## config.mk

```make
export PLATFORM = sky130hd
export DESIGN_NAME = pwa_front
export DESIGN_NICKNAME = d
export VERILOG_FILES = /design/src/design/pwa_pkg.sv /design/src/design/pwa_front.sv
export SDC_FILE = /design/constraint.sdc
export NUM_CORES = 1
export LEC_CHECK = 0
export ABC_CLOCK_PERIOD_IN_PS = 800
export BUFFER_PORTS_ARGS = -buffer_cell sky130_fd_sc_hd__buf_2
export CAP_MARGIN = 15
export CORE_MARGIN = 2
export CORE_UTILIZATION = 24
export DETAILED_ROUTE_END_ITERATION = 10
export GPL_TIMING_DRIVEN = 1
export PLACE_DENSITY_LB_ADDON = 0.1
export SETUP_SLACK_MARGIN = 0.3
export SLEW_MARGIN = 20
export SYNTH_ARGS = -nofsm -noshare
export SYNTH_HDL_FRONTEND = slang
export SYNTH_SLANG_ARGS = --single-unit
export TNS_END_PERCENT = 5
```

## constraint.sdc

```tcl
create_clock -name vclk -period 0.8
set_input_delay 0.16 -clock vclk [all_inputs]
set_output_delay 0.16 -clock vclk [all_outputs]
set_load 0.02 [all_outputs]
```

## src/design/pwa_pkg.sv

```systemverilog
// Package of shared types and codes for the partitioned word allocator.
package pwa_pkg;

    // Command codes
    localparam logic [2:0] CMD_ALLOC = 3'd0;
    localparam logic [2:0] CMD_READ  = 3'd1;
    localparam logic [2:0] CMD_WRITE = 3'd2;
    localparam logic [2:0] CMD_CLEAN = 3'd3;

    // Status codes
    localparam logic [2:0] ST_OK      = 3'd0;
    localparam logic [2:0] ST_RANGE   = 3'd1;
    localparam logic [2:0] ST_ALIGN   = 3'd2;
    localparam logic [2:0] ST_NOALLOC = 3'd3;
    localparam logic [2:0] ST_NOREAD  = 3'd4;
    localparam logic [2:0] ST_FULL    = 3'd5;
    localparam logic [2:0] ST_BADCMD  = 3'd6;

    // Decoded operation kind
    typedef enum logic [2:0] {
        K_ALLOC,
        K_READ,
        K_WRITE,
        K_CLEAN,
        K_NONE
    } t_kind;

    // Request as it arrives on the input port
    typedef struct packed {
        logic [2:0]         cmd;
        logic [1:0]         partition;
        logic signed [15:0] byte_address;
        logic signed [31:0] write_value;
    } t_request;

    // Result as it leaves on the output port
    typedef struct packed {
        logic [2:0]         status;
        logic [9:0]         alloc_address;
        logic signed [31:0] read_data;
    } t_result;

    // Classified request held in the queue between front and back
    typedef struct packed {
        t_kind       kind;
        logic [2:0]  status;
        logic [1:0]  partition;
        logic [15:0] byte_address;
        logic [31:0] write_value;
    } t_op;

endpackage

```

## src/design/pwa_front.sv

```systemverilog
// Front end: decodes a request and runs the address range and alignment checks.
module pwa_front #(
    parameter int TOTAL_WORDS     = 256,
    parameter int PARTITION_COUNT = 4
) (
    input  pwa_pkg::t_request i_request,
    output pwa_pkg::t_op      o_op
);

    localparam logic [15:0] AddrLimit = 16'(TOTAL_WORDS * 4);

    logic [15:0] addr;
    logic [2:0]  addr_status;
    logic [1:0]  part;

    assign addr = i_request.byte_address;

    // range first, then alignment
    always_comb begin
        if (addr[15] || (addr >= AddrLimit)) begin
            addr_status = pwa_pkg::ST_RANGE;
        end else if (addr[1:0] != 2'b00) begin
            addr_status = pwa_pkg::ST_ALIGN;
        end else begin
            addr_status = pwa_pkg::ST_OK;
        end
    end

    // partition numbers past the last partition fold onto it
    always_comb begin
        if (32'(i_request.partition) >= 32'(PARTITION_COUNT)) begin
            part = 2'(PARTITION_COUNT - 1);
        end else begin
            part = i_request.partition;
        end
    end

    // command decode
    always_comb begin
        o_op.partition    = part;
        o_op.byte_address = addr;
        o_op.write_value  = i_request.write_value;
        case (i_request.cmd)
            pwa_pkg::CMD_ALLOC: begin
                o_op.kind   = pwa_pkg::K_ALLOC;
                o_op.status = pwa_pkg::ST_OK;
            end
            pwa_pkg::CMD_READ: begin
                o_op.kind   = pwa_pkg::K_READ;
                o_op.status = addr_status;
            end
            pwa_pkg::CMD_WRITE: begin
                o_op.kind   = pwa_pkg::K_WRITE;
                o_op.status = addr_status;
            end
            pwa_pkg::CMD_CLEAN: begin
                o_op.kind   = pwa_pkg::K_CLEAN;
                o_op.status = pwa_pkg::ST_OK;
            end
            default: begin
                o_op.kind   = pwa_pkg::K_NONE;
                o_op.status = pwa_pkg::ST_BADCMD;
            end
        endcase
    end

endmodule

```

## Word-level counts from Yosys, hierarchy flattened

Cells that the tools add are included.

| word-level totals | value |
|---|---|
| bits of input ports | 53 |
| memories | 0 |
| logic and storage cells | 10 |
| register bits | 0 |
| output and inout port bits | 56 |
| memory bits (read-only) | 0 |
| latch bits | 0 |
| RAM bits | 0 |

| cells by class | value |
|---|---|
| magnitude comparators | 1 |
| shift-type cells | 0 |
| bitwise operators | 0 |
| mux-type cells | 3 |
| $mul | 0 |
| reduce and logical (&&, ||, !) cells | 3 |
| divide/modulo/power cells | 0 |
| equal/unequal tests | 3 |
| add/subtract/negate cells | 0 |

Operators with widths:

| operator | number |
|---|---|
| 6-bit case mux with 4 select lines | 1 |
| 16-bit by 11-bit greater-or-equal comparator with 1-bit output (second input constant) | 1 |
| 3-bit by 2-bit == test with 1-bit output (second input constant) | 2 |
| 2-bit 2-to-1 mux | 2 |
| 3-bit by 1-bit == test with 1-bit output (second input constant) | 1 |
| 3-bit zero test | 1 |
| 2-bit nonzero test | 1 |
| 1-bit logical OR | 1 |

## Longest topological paths before layout

Gate-level depths: netlist of the first run.

| logic depth | value |
|---|---|
| word-level depth | 4 |
| gate-level depth with buffers | 2 |
| gate-level depth less buffers | 2 |

## Least setup slack after synthesis of the first run

OpenSTA, ideal clock, no wires.

| timing path | value |
|---|---|
| kind | in2out |
| from | in i_request[50] (netlist name) |
| to | out o_op[50] (netlist name) |
| required time | 0.640 ns |
| buffers on the path | 0 |
| arrival time | 0.828 ns |
| path slack | -0.188 ns |
| cell stages on the path | 2 |
| path through | xnor2_1 a211oi_1 |

RTL lines:

| element | RTL line | source |
|---|---|---|
| start, declared | pwa_front.sv:6 | `input pwa_pkg::t_request i_request,` |
| end, declared | pwa_front.sv:7 | `output pwa_pkg::t_op o_op` |

==> metrics.yaml, run 1 <==
critical_path:
  crit_family: "simple AND/OR/NAND/NOR gates"
  cp.buffers_inverters: 2
  crit_path_max_fanout: 2
  endpoint: "o_op[51]"
  worstSetupStartpointType: "input pin"
  cp-end-kind: "output pin"
  critPathArrivalTime_ns: 0.90
  cp_cell_sequence: "buf_8 -> nor4_4 -> a41o_1 -> buf_6"
  worstSetupStartpoint: "i_request[44]"
  critPathMaxStageDelay_ns: 0.30
  cp_num_cells: 4
  worstSetupPathType: "input pin to output pin"
  required_ns: 0.64
  slowest_stage: "nor4_4"
timing:
  maxSlewViolCount: 0
  whs_ns: 0.320
  setup_viol: 2
  rsz0062_at_grt: "yes"
  fin_crit_ns: 1.06
  final.setup.worst_slack_ns: -0.262
  post-route-period-util_pct: 133
  fmax_ghz: 0.942
  slew-limit-headroom_pct: 83.5
  hold_violations: 0
  worst_slew_pin_slew_ns: 0.245
route:
  viasPerCell: 3.62
  drt_iter0_drc: 0
  drc_errors: 0
  wirelength_um: 708
  vias: 221
  detail-route-antenna-nets: 0
  wl_per_cell_um: 11.6
  dr.pass1.iters: 1
synthesis:
  yosys.area_share.simple_pct: 9.41
  post_synth.cell_area_avg_um2: 7.63
  syn_area_um2: 465
  synth_top_family_by_area: "buffers and inverters"
  synth_fp_nets: 114
  synth_top_area_share_pct: 82.3
  synthMuxAreaShare_pct: 0
  ys_types: 10
  yosys_warnings: 0
  synth_top_area_cell: "buf_4"
  synth-seq-area-share_pct: 0
  synth_fa_ha_area_share_pct: 0
  synthXorXnorAreaFrac_pct: 3.76
  synth_area_leaders: "buf_4 (82%), nor4_4 (4.6%), nor2b_1 (2.7%)"
  synth_compound_area_share_pct: 3.76
  postSynthCellCount: 61
global_route:
  grt-ovfl-total: 0
  grt_pass1_wl_um: 821
  grt_max_degree: 7
  antenna_found_initial: 0
  track_usage_pct: 4.77
  first_global_vias: 185
finish:
  drive_above_1_share_pct: 83.3
  nets: 91
  final_area_um2: 448
  seqCellArea_um2: 0
  nFlopsAndLatches: 0
  area_delta_synth_final_pct: -3.76
  n_clock_buffer: 0
  diodes: 0
hold_path:
  hold_start: "i_request[17]"
  min_path_type: "input pin to output pin"
status:
  violations: "negative setup slack"
  status: "finished with violations"
pwr:
  power_density_nw_per_um2: 602
  p_leak_uw: 0.000203
  ir_drop_mv: 0.157
  p_total_uw: 270
clocking:
  hold_buffers: 0
floorplanning:
  rows: 15
  die_area_um2: 2310
  ios: 109
  fp.coreArea_um2: 1780
  die_w_um: 48.0
  initial_core_util_pct: 26.1
  die_h_um: 48.0
job:
  max_cap_viol_count: 0
place:
  io_buffers: 25
  placed_cell_area_um2: 248
  gp_congestion: 0.517
## worst min-delay path by stage
stage                           to  depth (start not counted)
after detailed placement  o_op[14]                          0
after CTS                 o_op[14]                          0
final                     o_op[17]                          0
after floorplan           o_op[50]                          1
after global routing      o_op[36]                          0
after global placement    o_op[14]                          0
## routing by layer
| layer | GRT usage, % | vias up | wire (um) |
|---|---|---|---|
| met5 | 0 | - | 0 |
| met2 | 8.27 | 35 | 360 |
| met3 | 2.26 | 4 | 151 |
| met1 | 4.18 | 94 | 176 |
| li1 | - | 88 | - |
| met4 | 3.78 | 0 | 20 |
## final cells by class
cell class	instances	area, um2
Fill cell	190	1340
Timing Repair Buffer	27	325
Multi-Input combinational cell	9	91.3
Tap cell	25	31.3
## cells by family (layout without fill, tap and decap cells)
group,Yosys count,in the layout
AOI/OAI and AO/OA,2,2
xor gates and xnor gates,2,2
buffers and inverters,52,27
and+or+nand+nor,5,5
## synthesized netlist by cell type
master	n
xnor2_1	1
nor2_1	1
nor2b_1	2
clkbuf_1	1
or2_0	1
nor4_4	1
a41o_1	1
xor2_1	1
buf_4	51
a211oi_1	1
## stage by stage
stage	setup TNS (ns)	utilization, %	instances	setup slack [ns]
after floorplan	-0.119	-	61	-0.107
after global placement	-0.530	13.9	60	-0.312
after detailed placement	-0.525	13.9	60	-0.307
after CTS	-0.477	24.1	60	-0.276
after global routing	-0.519	25.1	61	-0.290
final	-0.447	25.1	61	-0.262
## placed cells by master (no fill, tap or decap), drive strengths merged
cell / count
xor2: 1
a211oi: 1
or2: 1
a41o: 1
nor2: 1
buf: 27
xnor2: 1
nor2b: 2
nor4: 1
## timing repair
| action | in CTS | in global routing |
|---|---|---|
| setup buffers | 0 | 1 |
| cloned | 0 | 0 |
| gates resized for setup | 50 | 3 |
| pin swaps | 2 | 2 |
| endpoints found under the setup margin | 14 | 14 |
## power by group
part	internal, uW	switching, uW
registers	0	0
clock network	0	0
logic	162	108
Power figures use the tool's default switching activity.
==> run 2, diff against run 1 <==
--- a/config.mk
+++ b/config.mk
@@ -12,7 +12,7 @@
 export CORE_UTILIZATION = 24
 export DETAILED_ROUTE_END_ITERATION = 10
 export GPL_TIMING_DRIVEN = 1
-export PLACE_DENSITY_LB_ADDON = 0.1
+export PLACE_DENSITY_LB_ADDON = 0.12
 export SETUP_SLACK_MARGIN = 0.3
 export SLEW_MARGIN = 20
 export SYNTH_ARGS = -nofsm -noshare
==> metrics.yaml, run 2 (synthesis results as in run 1) <==
route:
  wirelength_um: 694
  vias: 237
  detail-route-antenna-nets: 0
  dr.pass1.iters: 1
  wl_per_cell_um: 11.2
  drt_iter0_drc: 0
  drc_errors: 0
  viasPerCell: 3.82
status:
  status: "finished with violations"
  violations: "negative setup slack"
clocking:
  cts_setup_buffers: 0
  hold_buffers: 0
global_route:
  first_global_vias: 196
  grt_max_degree: 6
  grt_pass1_wl_um: 821
  track_usage_pct: 4.85
  grt-ovfl-total: 0
  antenna_found_initial: 0
hold_path:
  min_path_type: "input pin to output pin"
  hold_start: "i_request[26]"
  holdPathStages: 0
  min_to: "o_op[26]"
finish:
  nFlopsAndLatches: 0
  nets: 92
  mostFrequentLayoutCells: "buf_6 (21), buf_8 (4), nor2b_4 (2), buf_2 (2)"
  final_common_cell: "buf_6"
  diodes: 0
  seqCellArea_um2: 0
  drive_above_1_share_pct: 86.5
  n_clock_buffer: 0
  fillers: 200
  area_delta_synth_final_pct: -1.88
critical_path:
  required_ns: 0.64
  critPathArrivalTime_ns: 0.89
  cp-end-kind: "output pin"
  path_common_cell: "buf_6"
  worstSetupPathType: "input pin to output pin"
  critPathMaxStageDelay_ns: 0.29
  crit_path_max_fanout: 2
  worstSetupStartpointType: "input pin"
  cp_cell_sequence: "buf_6 -> nor4_4 -> a41o_1 -> buf_6"
  slowest_stage: "nor4_4"
floorplanning:
  rows: 15
  fp.coreArea_um2: 1780
  die_w_um: 48.0
  initial_core_util_pct: 26.1
  ios: 109
  die_area_um2: 2310
  die_h_um: 48.0
timing:
  fin_crit_ns: 1.05
  setup_viol: 2
  maxSlewViolCount: 0
  fmax_ghz: 0.950
  rsz0062_at_grt: "yes"
  hold_violations: 0
  slew-limit-headroom_pct: 84.2
  whs_ns: 0.320
  worst_slew_pin_slew_ns: 0.236
  final.setup.worst_slack_ns: -0.252
  post-route-period-util_pct: 132
place:
  gp_congestion: 0.523
  io_buffers: 25
job:
  max_cap_viol_count: 0
pwr:
  power_density_nw_per_um2: 599
  p_leak_uw: 0.000210
  ir_drop_mv: 0.141
  p_total_uw: 274
-- run 2: metrics by stage --
step	cell area [um2]	utilization (%)	cells	setup TNS (ns)	setup WS, ns
after floorplan	470	-	61	-0.119	-0.107
after global placement	263	14.7	62	-0.516	-0.301
after detailed placement	263	14.7	62	-0.528	-0.311
after CTS	440	24.7	62	-0.467	-0.275
after global routing	457	25.6	62	-0.519	-0.307
final	457	25.6	62	-0.429	-0.252
-- run 2: power by group --
| part | leakage (uW) | internal (uW) | switching (uW) |
|---|---|---|---|
| clock | 0 | 0 | 0 |
| sequential | 0 | 0 | 0 |
| combinational | 0.000210 | 164 | 110 |
| total | 0.000210 | 164 | 110 |
-- run 2: how the worst max path moves through the flow --
stage	start	end	slack (ns)	cells after the start
2_1_floorplan	i_request[44]	o_op[51]	-0.11	2
3_3_place_gp	i_request[44]	o_op[51]	-0.30	4
3_5_place_dp	i_request[44]	o_op[51]	-0.31	4
4_1_cts	i_request[42]	o_op[51]	-0.27	4
5_1_grt	i_request[42]	o_op[51]	-0.31	4
6_report	i_request[42]	o_op[51]	-0.25	4
-- run 2: area by class of cell --
class                      count  area, um2  share of cell area (%)
multi-input combinational      9       98.8                    21.6
timing repair buffer          28        327                    71.5
tap                           25       31.3                    6.85
-- run 2: worst max-delay path: cells and delay by family --
kind	cells	cell delay, ns
AND/OR/NAND/NOR	1	0.29
AO/OA/AOI/OAI	1	0.22
buffers and inverters	2	0.22
-- run 2: timing repair --
| action | in CTS | in global routing |
|---|---|---|
| pin swaps | 2 | 1 |
| resized for setup | 46 | 3 |
| setup endpoints to repair | 14 | 14 |
-- run 2: per-layer routing --
layer | global-route usage, % | share of wire (%) | vias up
li1 | - | - | 93
met1 | 2.42 | 26 | 106
met2 | 11.2 | 56 | 38
met3 | 3.02 | 18 | 0
met4 | 1.62 | 0 | 0
met5 | 0 | 0 | -
