`config.mk`:
```
export PLATFORM = sky130hd
export DESIGN_NAME = pwa_queue
export DESIGN_NICKNAME = d
export VERILOG_FILES = /design/src/design/pwa_pkg.sv /design/src/design/pwa_queue.sv
export SDC_FILE = /design/constraint.sdc
export NUM_CORES = 1
export LEC_CHECK = 0
export ABC_AREA = 1
export BUFFER_PORTS_ARGS = -buffer_cell sky130_fd_sc_hd__buf_2
export CAP_MARGIN = 20
export CELL_PAD_IN_SITES_DETAIL_PLACEMENT = 0
export CELL_PAD_IN_SITES_GLOBAL_PLACEMENT = 1
export CORE_ASPECT_RATIO = 1.4
export CORE_MARGIN = 4
export CORE_UTILIZATION = 41
export CTS_BUF_LIST = sky130_fd_sc_hd__clkbuf_4 sky130_fd_sc_hd__clkbuf_8
export DETAILED_ROUTE_END_ITERATION = 12
export GPL_TIMING_DRIVEN = 0
export PLACE_DENSITY = 0.81
export SETUP_SLACK_MARGIN = 0.15
export SLEW_MARGIN = 5
export SYNTH_ARGS = -nofsm -noshare
export SYNTH_HDL_FRONTEND = slang
export SYNTH_SLANG_ARGS = --single-unit
```
`constraint.sdc`:
```
create_clock -name i_clk -period 3.15 [get_ports i_clk]
set_input_delay 0.1575 -clock i_clk [delete_from_list [all_inputs] [get_ports i_clk]]
set_output_delay 0.1575 -clock i_clk [all_outputs]
set_load 0.02 [all_outputs]
```
`src/design/pwa_pkg.sv`:
```
// Package of shared types and codes for the partitioned word allocator.
package pwa_pkg;

    // Command codes
    localparam logic [2:0] CMD_ALLOC = 3'd0;
    localparam logic [2:0] CMD_READ  = 3'd1;
    localparam logic [2:0] CMD_WRITE = 3'd2;
    localparam logic [2:0] CMD_CLEAN = 3'd3;

    // Status codes
    localparam logic [2:0] ST_OK      = 3'd0;
    localparam logic [2:0] ST_RANGE   = 3'd1;
    localparam logic [2:0] ST_ALIGN   = 3'd2;
    localparam logic [2:0] ST_NOALLOC = 3'd3;
    localparam logic [2:0] ST_NOREAD  = 3'd4;
    localparam logic [2:0] ST_FULL    = 3'd5;
    localparam logic [2:0] ST_BADCMD  = 3'd6;

    // Decoded operation kind
    typedef enum logic [2:0] {
        K_ALLOC,
        K_READ,
        K_WRITE,
        K_CLEAN,
        K_NONE
    } t_kind;

    // Request as it arrives on the input port
    typedef struct packed {
        logic [2:0]         cmd;
        logic [1:0]         partition;
        logic signed [15:0] byte_address;
        logic signed [31:0] write_value;
    } t_request;

    // Result as it leaves on the output port
    typedef struct packed {
        logic [2:0]         status;
        logic [9:0]         alloc_address;
        logic signed [31:0] read_data;
    } t_result;

    // Classified request held in the queue between front and back
    typedef struct packed {
        t_kind       kind;
        logic [2:0]  status;
        logic [1:0]  partition;
        logic [15:0] byte_address;
        logic [31:0] write_value;
    } t_op;

endpackage

```
`src/design/pwa_queue.sv`:
```
// Short queue of classified requests between front and back.
module pwa_queue #(
    parameter int DEPTH = 2
) (
    input  logic         i_clk,
    input  logic         i_rst_n,
    input  logic         i_push,
    input  pwa_pkg::t_op i_op,
    input  logic         i_pop,
    output pwa_pkg::t_op o_op,
    output logic         o_empty,
    output logic         o_full
);

    localparam int PtrW = (DEPTH > 1) ? $clog2(DEPTH) : 1;
    localparam int CntW = $clog2(DEPTH + 1);

    pwa_pkg::t_op      r_mem [DEPTH];
    logic [PtrW-1:0]   r_wptr;
    logic [PtrW-1:0]   r_rptr;
    logic [CntW-1:0]   r_count;
    logic [PtrW-1:0]   n_wptr;
    logic [PtrW-1:0]   n_rptr;
    logic [CntW-1:0]   n_count;

    assign o_empty = (r_count == '0);
    assign o_full  = (r_count == CntW'(DEPTH));
    assign o_op    = r_mem[r_rptr];

    // pointer and count update
    always_comb begin
        n_wptr  = r_wptr;
        n_rptr  = r_rptr;
        n_count = r_count;
        if (i_push) begin
            n_wptr = (r_wptr == PtrW'(DEPTH - 1)) ? '0 : r_wptr + 1'b1;
        end
        if (i_pop) begin
            n_rptr = (r_rptr == PtrW'(DEPTH - 1)) ? '0 : r_rptr + 1'b1;
        end
        if (i_push && !i_pop) begin
            n_count = r_count + 1'b1;
        end else if (i_pop && !i_push) begin
            n_count = r_count - 1'b1;
        end
    end

    always_ff @(posedge i_clk) begin
        if (!i_rst_n) begin
            r_wptr  <= '0;
            r_rptr  <= '0;
            r_count <= '0;
        end else begin
            r_wptr  <= n_wptr;
            r_rptr  <= n_rptr;
            r_count <= n_count;
        end
    end

    // entry storage
    always_ff @(posedge i_clk) begin
        if (i_push) begin
            r_mem[r_wptr] <= i_op;
        end
    end

`ifndef SYNTHESIS
    a_no_overflow: assert property (@(posedge i_clk) disable iff (!i_rst_n)
        (i_push && o_full) |-> i_pop)
        else $error("push into full queue");
    a_no_underflow: assert property (@(posedge i_clk) disable iff (!i_rst_n)
        i_pop |-> !o_empty)
        else $error("pop from empty queue");
`endif

endmodule

```
## After elaboration in Yosys (flattened, before gate mapping)

Memory sizes are Yosys's and may differ from the RTL's. A register that Yosys moved wholly into a read port is not among the register bits.
Index checks and enable logic that the tools add are counted.

| cells by class | value |
|---|---|
| reduce and logical (&&, ||, !) cells | 6 |
| muxes and demuxes | 8 |
| add/sub/neg operators | 4 |
| equal/unequal tests | 1 |

Operator list:

| cell | count |
|---|---|
| 1-bit 2-to-1 mux | 6 |
| 2-bit 2-to-1 mux | 2 |
| 1-bit adder, second input constant | 2 |
| 2-bit by 1-bit adder with 2-bit output, second input constant | 1 |
| 2-bit equality test, second input constant | 1 |
| 1-bit logical AND | 2 |
| 1-bit logical NOT | 2 |
| 2-bit logical NOT | 1 |
| 2-bit nonzero test | 1 |
| 2-bit by 1-bit subtractor with 2-bit output, second input constant | 1 |

| word-level totals | value |
|---|---|
| memories kept | 1 |
| output and inout port bits | 58 |
| input port bits | 60 |
| RAM bits | 112 |
| flip-flop bits (word level) | 4 |

Memories:

| name | words | width | rd ports | clocked after memory_dff | wr ports | line | RTL |
|---|---|---|---|---|---|---|---|
| r_mem | 2 | 56 | 1 | 1 | 1 | pwa_queue.sv:18 | `pwa_pkg::t_op r_mem [DEPTH];` |

## Logic depth before layout (Yosys ltp)

Gate-level depths: netlist (run 1).

| depth | value |
|---|---|
| depth after elaboration | 4 |
| mapped depth | 8 |
| mapped depth without buffers | 8 |

## Worst setup path before layout (run 1)

Ideal clock, no wire load.

| path | value |
|---|---|
| path type | register -> register |
| from | register r_wptr |
| to | memory r_mem[0][0] (netlist name) (enable) |
| library setup time | 0.471 ns |
| stages on the path, launching flop included | 2 |
| data arrival time | 2.665 ns |
| slack | 0.014 ns |
| path buffers | 0 |
| cells stage by stage | dfxtp_1 nor2_1 |

RTL lines:

| element | line | RTL |
|---|---|---|
| start, declared | pwa_queue.sv:19 | `logic [PtrW-1:0] r_wptr;` |
| start signal, assigned | pwa_queue.sv:54 | `r_wptr <= n_wptr;` |
| end, declared | pwa_queue.sv:18 |  |

Straight into the memory's write port.

==> flow_metrics.env, run 1 <==
export IMPL_run_status="complete, no violations"
export IMPL_max_stage_delay_ps=340
export IMPL_cp_arrival_ps=1610
export IMPL_crit_top_cell="buf_6"
export IMPL_worst_clock_skew_ps=4.88
export IMPL_avgViaCountPerCell=4.45
export IMPL_fin_crit_ps=1770
export IMPL_slowest_stage="dfxtp_1"
export IMPL_placed_cells=467
export IMPL_r2r_start="r_wptr"
export IMPL_row_count=44
export IMPL_grt_max_degree=35
export IMPL_core_area_um2=10500
export IMPL_hp_class="in -> reg"
export IMPL_max_slew_margin=0.604
export IMPL_initial_core_util=0.424
export IMPL_synthesis_nets=270
export IMPL_area_growth_pct=42.3
export IMPL_synth_compound_area_frac=0.00226
export IMPL_placed_area_um2=5270
export IMPL_post_route_drc_count=0
export IMPL_clk_pin_slew_worst_paths_ps=70
export IMPL_cp_required_ps=2990
export IMPL_path_cells="buf_6, buf_6, mux2_4, buf_2"
export IMPL_rrSetupSlack_ps=1590
export IMPL_grtUsageTotal=0.137
export IMPL_drtIter0Drc=82
export IMPL_synthXorXnorAreaFrac=0
export IMPL_num_vias=2484
export IMPL_num_io_pins=118
export IMPL_synth_simple_area_share=0.0169
export IMPL_first_global_vias=2640
export IMPL_setup_viol=0
export IMPL_post_drt_wl_per_cell_um=14.6
export IMPL_regArea_um2=3460
export IMPL_firstDrtPassIters=4
export IMPL_die_width_um=95.9
export IMPL_ys_ff_latch=117
export IMPL_portBuffers=117
export IMPL_ir_drop_uv=513
export IMPL_antenna_left=0
export IMPL_cts_inserted_buffers=17
export IMPL_finalHoldViolCount=0
export IMPL_clock_sinks=117
export IMPL_end_kind="output pin"
export IMPL_setup_tns_ps=0
export IMPL_rsz0062_at_grt="no"
export IMPL_dieHeight_um=131
export IMPL_dp_hpwl_mm=5.51
export IMPL_critPathTopFamily="buffers and inverters"
export IMPL_syn_cell_area_um2=4430
export IMPL_h_tree_depth=4
export IMPL_cellLeakagePower_nw=2.53
export IMPL_fmax_mhz=566
export IMPL_finalMaxSlewViolations=0
export IMPL_seq_area_frac_synth=0.781
export IMPL_worst_pin_slew_ps=593
export IMPL_nNetsFinal=468
export IMPL_fin_crit_sh=0.561
export IMPL_cp_max_fo=10
export IMPL_cts_tree="done"
export IMPL_die_area_um2=12600
export IMPL_grt_antenna_before_repair=0
export IMPL_drive_gt1_frac=0.514
export IMPL_overflow=0
export IMPL_start_kind="flip-flop"
export IMPL_drt_total_wl_mm=8.17
export IMPL_clk_latency_ps=410
export IMPL_final_area_um2=6310
export IMPL_multi_input_area_um2=886
export IMPL_finalNonFillerCells=558
export IMPL_syn_area_per_cell_um2=21.2
export IMPL_ys_warn_count=0
export IMPL_cts_repair_resized=0
export IMPL_grt_pass1_wl_mm=12.5
export IMPL_min_from="i_push"
export IMPL_drv_cap=0
export IMPL_cts_root_buf="clkbuf_8"
export IMPL_p_total_mw=3.78
export IMPL_yosysUniqueCellTypes=14
export IMPL_cts_max_path_buffers=2
export IMPL_antenna_cells=0
export IMPL_syn_inst=209
export IMPL_path_class="reg -> out"
export IMPL_synth_area_mux_share=0.176
export IMPL_synth_top_family_by_area="multiplexers"
export IMPL_synth_adder_area_share=0.00282
export IMPL_critPathBufInv=3
export IMPL_powerDensity_nw_per_um2=600
export IMPL_post_cts_buffers=0
export IMPL_fillers=822
export IMPL_gp_congestion=0.669
[area by class of cell]
class / count / area share
Sequential cell: 117 / 0.549
Timing Repair Buffer: 179 / 0.198
Multi-Input combinational cell: 78 / 0.140
Clock buffer: 20 / 0.0426
Clock inverter: 12 / 0.0280
Tap cell: 138 / 0.0274
Buffer: 6 / 0.00972
Inverter: 8 / 0.00476
[metal layers]
| metal | vias to the layer above | GRT usage | routed length (um) |
|---|---|---|---|
| li1 | 1199 | - | - |
| met1 | 1196 | 0.136 | 2990 |
| met2 | 75 | 0.254 | 4630 |
| met3 | 14 | 0.0527 | 430 |
| met4 | 0 | 0.0528 | 120 |
| met5 | - | 0 | 0 |
[synthesized netlist by cell type]
master | instances | area [um2]
a21oi_1 | 1 | 5.00
buf_2 | 1 | 5.00
buf_6 | 5 | 56.3
dfxtp_1 | 5 | 100
edfxtp_1 | 112 | 3360
ha_1 | 1 | 12.5
inv_1 | 8 | 30.0
mux2_2 | 16 | 180
mux2_4 | 40 | 601
nand2_1 | 8 | 30.0
nand3_1 | 1 | 5.00
nand4_1 | 1 | 6.26
nor2_1 | 9 | 33.8
o21ai_0 | 1 | 5.00
[tightest hold or removal path: cells and delay by family]
family                   cells  cell delay, ps
adder cells (fa/ha/maj)      1             170
AO/OA/AOI/OAI                1              70
buffers and inverters        1             120
[sequential cells by signal, indices dropped and copies added (netlist names), named ones only]
register	cells
r_count	2
r_rptr	1
r_wptr	1
r_mem	112
[through the flow]
step | util | worst slack (ps) | hold slack, ps
finish | 0.603 | 1380 | 163
global route | 0.603 | 1280 | 145
CTS | 0.603 | 1330 | 122
detailed placement | 0.504 | 1540 | 349
global placement | 0.497 | 119 | 346
floorplan | - | 939 | 256
[placed cells by master (no fill, tap or decap), drive strengths merged]
cell,instances
nand3,1
nand4,1
clkbuf,20
o21ai,1
edfxtp,112
clkinvlp,5
dfxtp,5
a21oi,1
dlygate4sd3,59
nor2,9
mux2,56
inv,9
clkinv,2
buf,126
nand2,8
ha,1
bufinv,4
[worst paths after layout]
kind,endpoint,cells after the start
max,o_op[16],4
min,r_count[0],3
max reg2reg,r_mem[0][18],3
min reg2reg,flip-flop,2
[power by group]
part	switching [mW]	internal [mW]	leakage [nW]
clock network	0.573	0.912	0.211
registers	0.0224	1.80	1.09
logic	0.240	0.239	1.23
total	0.835	2.95	2.53
[timing repair]
item / CTS / global route
hold endpoints to repair: 117 / 0
endpoints found under the setup margin: 0 / 0
hold buffers: 59 / 0
[logic make-up after synthesis]
logic type	count (synthesis)
buffers and inverters	14
muxes	56
DFF	117
and+or+nand+nor	19
adders and majority gates	1
AOI/OAI and AO/OA	2
No activity file was read; power rests on OpenSTA's default activity.
==> run 2, diff against run 1 <==
ABC_AREA = 0   (was 1)
PLACE_DENSITY = 0.82   (was 0.81)
clock period = 1.4 ns   (was 3.15 ns; I/O delays follow)
==> flow_metrics.env, run 2 <==
export IMPL_cts_max_path_buffers=2
export IMPL_grt_antenna_before_repair=0
export IMPL_hold_slack_ps=115
export IMPL_clock_sinks=117
export IMPL_crit_top_cell="buf_12"
export IMPL_antenna_left=0
export IMPL_finalMaxSlewViolations=0
export IMPL_post_route_drc_count=0
export IMPL_place_ws_ps=-253
export IMPL_firstDrtPassIters=4
export IMPL_dieHeight_um=129
export IMPL_synthesis_nets=257
export IMPL_p_int_mw=6.80
export IMPL_worst_clock_skew_ps=10.0
export IMPL_synthTopCellsByArea="edfxtp_1 79%, mux2_2 15%, dfxtp_1 2.3%"
export IMPL_h_tree_depth=4
export IMPL_die_area_um2=12100
export IMPL_clk_latency_ps=420
export IMPL_first_global_vias=2808
export IMPL_p_seq_frac=0.469
export IMPL_clk_pin_slew_worst_paths_ps=70
export IMPL_row_count=43
export IMPL_synth_flop_cell="edfxtp_1"
export IMPL_syn_cell_area_um2=4270
export IMPL_syn_inst=196
export IMPL_critPathBufInv=3
export IMPL_synthMostInstantiatedCell="edfxtp_1"
export IMPL_r2r_end="r_mem[1][25]"
export IMPL_final_util=0.643
export IMPL_area_growth_pct=51.4
export IMPL_drv_cap=0
export IMPL_layout_common_cells="112 x edfxtp_1, 94 x buf_2, 58 x dlygate4sd3_1"
export IMPL_num_io_pins=118
export IMPL_yosysUniqueCellTypes=18
export IMPL_slowest_stage="dfxtp_2"
export IMPL_avgViaCountPerCell=4.60
export IMPL_drt_total_wl_mm=9.52
export IMPL_violations="negative setup slack"
export IMPL_ir_drop_uv=721
export IMPL_finalHoldViolCount=0
export IMPL_initial_core_util=0.424
export IMPL_powerDensity_nw_per_um2=1350
export IMPL_drtIter0Drc=66
export IMPL_whs_path_depth=3
export IMPL_cp_required_ps=1330
export IMPL_ys_ff_latch=117
export IMPL_r2r_start="r_wptr"
export IMPL_max_stage_delay_ps=350
export IMPL_run_status="finished, violations left"
export IMPL_hp_class="in -> reg"
export IMPL_synth_edff_count=112
export IMPL_fin_crit_ps=1650
export IMPL_gp_congestion=0.659
export IMPL_start_kind="flip-flop"
export IMPL_p_sw_mw=1.94
export IMPL_p_comb_frac=0.152
export IMPL_fin_ws_ps=-246
export IMPL_portBuffers=117
export IMPL_rrSetupSlack_ps=220
export IMPL_setup_worst_path_end="o_op[25]"
export IMPL_core_area_um2=10100
export IMPL_setup_viol=56
export IMPL_cts_tree="done"
export IMPL_post_drt_wl_per_cell_um=17.3
export IMPL_drive_gt1_frac=0.551
export IMPL_max_slew_margin=0.701
export IMPL_syn_area_per_cell_um2=21.8
export IMPL_cp_num_cells=4
export IMPL_antenna_cells=0
export IMPL_ys_warn_count=0
export IMPL_largestRegisters="r_mem (112), r_count (2)"
export IMPL_final_area_um2=6460
export IMPL_placed_area_um2=5060
export IMPL_cellLeakagePower_nw=2.52
export IMPL_yosysTopAreaCellShare=0.788
export IMPL_num_vias=2527
export IMPL_overflow=0
export IMPL_layout_commonest_cell="edfxtp_1"
export IMPL_cts_inserted_buffers=17
export IMPL_fin_crit_sh=1.18
export IMPL_cp_max_fo=10
export IMPL_worst_pin_slew_ps=447
export IMPL_cts_root_buf="clkbuf_8"
export IMPL_clkPwrFrac=0.379
export IMPL_grt_pass1_wl_mm=14.3
export IMPL_seq_area_frac_synth=0.811
export IMPL_synthArstFlopShare=0
export IMPL_critPathTopFamily="buffers and inverters"
export IMPL_nNetsFinal=462
export IMPL_top_register="r_mem"
export IMPL_cp_arrival_ps=1580
export IMPL_largest_register_ffs=112
export IMPL_yosys_area_top_type="edfxtp_1"
export IMPL_path_class="reg -> out"
export IMPL_path_cells="buf_12, buf_12, mux2_2, buf_2"
export IMPL_rsz0062_at_grt="yes"
export IMPL_synth_common_cells="112 x edfxtp_1, 56 x mux2_2, 5 x dfxtp_1"
export IMPL_fmax_mhz=607
export IMPL_end_kind="output pin"
export IMPL_grtUsageTotal=0.162
export IMPL_die_width_um=94.3
export IMPL_setup_tns_ps=-11390
export IMPL_swShare=0.222
export IMPL_r2r_cells=1
export IMPL_dp_hpwl_mm=5.24
export IMPL_grt_max_degree=32
-- run 2: how the worst min path moves through the flow --
stage	startpoint	endpoint	slack (ps)
floorplan	i_op[0]	r_mem[0][0]	170
global placement	i_op[11]	r_mem[1][11]	260
detailed placement	i_op[14]	r_mem[1][14]	260
CTS	i_push	r_wptr	60
global route	i_push	r_wptr	110
finish	i_push	r_wptr	110
-- run 2: layout make-up --
cell class,instances,area (um2)
buffer,6,100
clock buffer,25,325
clock inverter,7,118
fill,728,3600
inverter,1,3.75
multi-input combinational,76,867
sequential,117,3470
tap,135,169
timing repair buffer,182,1410
-- run 2: power by group through the flow --
stage                     Combinational (mW)  Sequential [mW]  Clock, mW
final                                   1.33             4.10       3.31
after global routing                    1.42             4.11       3.57
after CTS                               1.26             4.10       3.39
after detailed placement               0.967             4.17          0
after global placement                 0.941             4.16          0
after floorplan                        0.615             4.15          0
-- run 2: worst min-delay path, stage by stage --
cell,delay [ps]
buf_2,170
nor2b_1,150
o21a_1,110
-- run 2: kinds of logic after synthesis --
group / after synthesis / share of synthesized area
DFF: 117 / 0.811
muxes: 56 / 0.148
and+or+nand+nor: 9 / 0.0132
buffers and inverters: 7 / 0.0144
AOI/OAI and AO/OA: 3 / 0.00469
xor gates and xnor gates: 3 / 0.00615
adders and majority gates: 1 / 0.00293
-- run 2: per-layer routing --
| layer | vias up | routed length [um] | GRT usage |
|---|---|---|---|
| met5 | - | 0 | 0 |
| met4 | 0 | 183 | 0.0748 |
| met3 | 14 | 492 | 0.0485 |
| met2 | 76 | 5410 | 0.304 |
| met1 | 1248 | 3430 | 0.161 |
| li1 | 1189 | - | - |
-- run 2: through the flow --
stage | total power [mW] | std cells
2_1_floorplan | 4.77 | 196
3_3_place_gp | 5.10 | 448
3_5_place_dp | 5.13 | 449
4_1_cts | 8.75 | 546
5_1_grt | 9.10 | 549
6_report | 8.74 | 549
-- run 2: timing repair --
item                                    CTS  global route
setup buffers                             3             2
endpoints found under the setup margin  170            86
resized for setup                        54            28
hold buffers                             58             0
cloned                                    4             1
hold endpoints to repair                117             0
pin swaps                                 2             1
==> run 3, diff against run 2 <==
CELL_PAD_IN_SITES_DETAIL_PLACEMENT = not set   (was 0)
CELL_PAD_IN_SITES_GLOBAL_PLACEMENT = not set   (was 1)
CORE_UTILIZATION = 40   (was 41)
PLACE_DENSITY = 0.7   (was 0.82)
clock period = 1.5 ns   (was 1.4 ns; I/O delays follow)
==> flow_metrics.env, run 3 (synthesized netlist as in run 2, its figures left out) <==
export IMPL_grt_max_degree=29
export IMPL_avgViaCountPerCell=4.52
export IMPL_rsz0062_at_grt="yes"
export IMPL_p_seq_frac=0.501
export IMPL_drv_cap=0
export IMPL_hold_slack_ps=107
export IMPL_ir_drop_uv=853
export IMPL_nNetsFinal=462
export IMPL_portBuffers=117
export IMPL_num_io_pins=118
export IMPL_path_cells="buf_4, buf_6, buf_4, mux2_2, buf_6"
export IMPL_die_width_um=95.3
export IMPL_largest_register_ffs=112
export IMPL_clk_pin_slew_worst_paths_ps=60
export IMPL_worst_clock_skew_ps=4.37
export IMPL_post_route_drc_count=0
export IMPL_core_area_um2=10400
export IMPL_worst_pin_slew_ps=527
export IMPL_fin_crit_ps=1620
export IMPL_initial_core_util=0.410
export IMPL_grt_antenna_before_repair=0
export IMPL_layout_common_cells="112 x edfxtp_1, 95 x buf_2, 58 x dlygate4sd3_1"
export IMPL_fin_crit_sh=1.08
export IMPL_setup_viol=56
export IMPL_cp_arrival_ps=1550
export IMPL_layout_commonest_cell="edfxtp_1"
export IMPL_clkPwrFrac=0.337
export IMPL_swShare=0.230
export IMPL_cp_max_fo=4
export IMPL_grtUsageTotal=0.147
export IMPL_h_tree_depth=4
export IMPL_largestRegisters="r_mem (112), r_count (2)"
export IMPL_num_vias=2487
export IMPL_drtIter0Drc=54
export IMPL_fin_ws_ps=-122
export IMPL_cts_tree="done"
export IMPL_top_register="r_mem"
export IMPL_finalMaxSlewViolations=0
export IMPL_finalHoldViolCount=0
export IMPL_p_sw_mw=1.76
export IMPL_gp_congestion=0.667
export IMPL_r2r_cells=1
export IMPL_dp_hpwl_mm=5.28
export IMPL_cellLeakagePower_nw=2.49
export IMPL_first_global_vias=2733
export IMPL_powerDensity_nw_per_um2=1200
export IMPL_path_class="reg -> out"
export IMPL_post_drt_wl_per_cell_um=16.0
export IMPL_cts_inserted_buffers=17
export IMPL_start_kind="flip-flop"
export IMPL_hp_class="in -> reg"
export IMPL_antenna_left=0
export IMPL_area_growth_pct=49.5
export IMPL_fmax_mhz=616
export IMPL_drt_total_wl_mm=8.77
export IMPL_antenna_cells=0
export IMPL_cp_required_ps=1420
export IMPL_r2r_start="r_wptr"
export IMPL_p_int_mw=5.87
export IMPL_max_slew_margin=0.647
export IMPL_clock_sinks=117
export IMPL_grt_pass1_wl_mm=13.1
export IMPL_overflow=0
export IMPL_end_kind="output pin"
export IMPL_slowest_stage="dfxtp_4"
export IMPL_firstDrtPassIters=4
export IMPL_clk_latency_ps=400
export IMPL_place_ws_ps=-137
export IMPL_rrSetupSlack_ps=250
export IMPL_p_comb_frac=0.161
export IMPL_max_stage_delay_ps=360
export IMPL_r2r_end="r_mem[1][33]"
export IMPL_row_count=44
export IMPL_setup_worst_path_end="o_op[40]"
export IMPL_run_status="finished, violations left"
export IMPL_cts_root_buf="clkbuf_8"
export IMPL_dieHeight_um=130
export IMPL_die_area_um2=12400
export IMPL_violations="negative setup slack"
export IMPL_drive_gt1_frac=0.539
export IMPL_cts_max_path_buffers=2
-- run 3: routing by layer --
layer  vias to the layer above  wire, um  global-route usage
met4                         0        78              0.0527
met5                         -         0                   0
met2                        74      4890               0.267
met1                      1218      3300               0.153
li1                       1190         -                   -
met3                         5       503              0.0542
-- run 3: power groups by stage --
stage | logic [mW] | registers [mW] | clock network [mW]
after floorplan | 0.574 | 3.87 | 0
after global placement | 0.874 | 3.88 | 0
after detailed placement | 0.919 | 3.89 | 0
after CTS | 1.21 | 3.82 | 2.67
after global routing | 1.31 | 3.84 | 2.86
final | 1.23 | 3.82 | 2.57
-- run 3: layout make-up --
| cell class | instances | area (um2) |
|---|---|---|
| buffer | 6 | 103 |
| clock buffer | 18 | 241 |
| clock inverter | 12 | 115 |
| fill | 790 | 4020 |
| inverter | 1 | 3.75 |
| multi-input combinational | 74 | 841 |
| sequential | 117 | 3470 |
| tap | 138 | 173 |
| timing repair buffer | 184 | 1440 |
-- run 3: worst max-delay path: cells and delay by family, from the launching register on --
| family | cells | cell delay [ps] |
|---|---|---|
| buffers and inverters | 4 | 450 |
| flip-flops | 1 | 360 |
| multiplexers | 1 | 330 |
-- run 3: worst min-delay path by stage --
stage / startpoint / depth (start not counted) / slack [ps] / end
after floorplan: i_op[0] / 0 / 170 / r_mem[0][0]
after global placement: i_op[1] / 1 / 260 / r_mem[0][1]
after detailed placement: i_op[48] / 1 / 270 / r_mem[1][48]
after CTS: i_push / 3 / 70 / r_wptr
after global routing: i_push / 3 / 80 / r_wptr
final: i_push / 3 / 110 / r_wptr
-- run 3: timing repair --
action                                 CTS  global route
cloned                                   4             0
setup endpoints to repair              150            56
resized for setup                       58            22
hold buffers                            58             0
pin swaps                                1             0
endpoints found under the hold margin  117             0
setup buffers                            5             0
-- run 3: stage by stage --
stage          std cells  setup TNS (ps)  instance area [um2]  utilization  power [mW]
2_1_floorplan        196           -4780                 4280            -        4.45
3_3_place_gp         451          -51950                 5040        0.484        4.75
3_5_place_dp         453           -2580                 5090        0.490        4.81
4_1_cts              550           -7070                 6310        0.606        7.70
5_1_grt              550           -9460                 6380        0.614        8.01
6_report             550           -4340                 6380        0.614        7.63
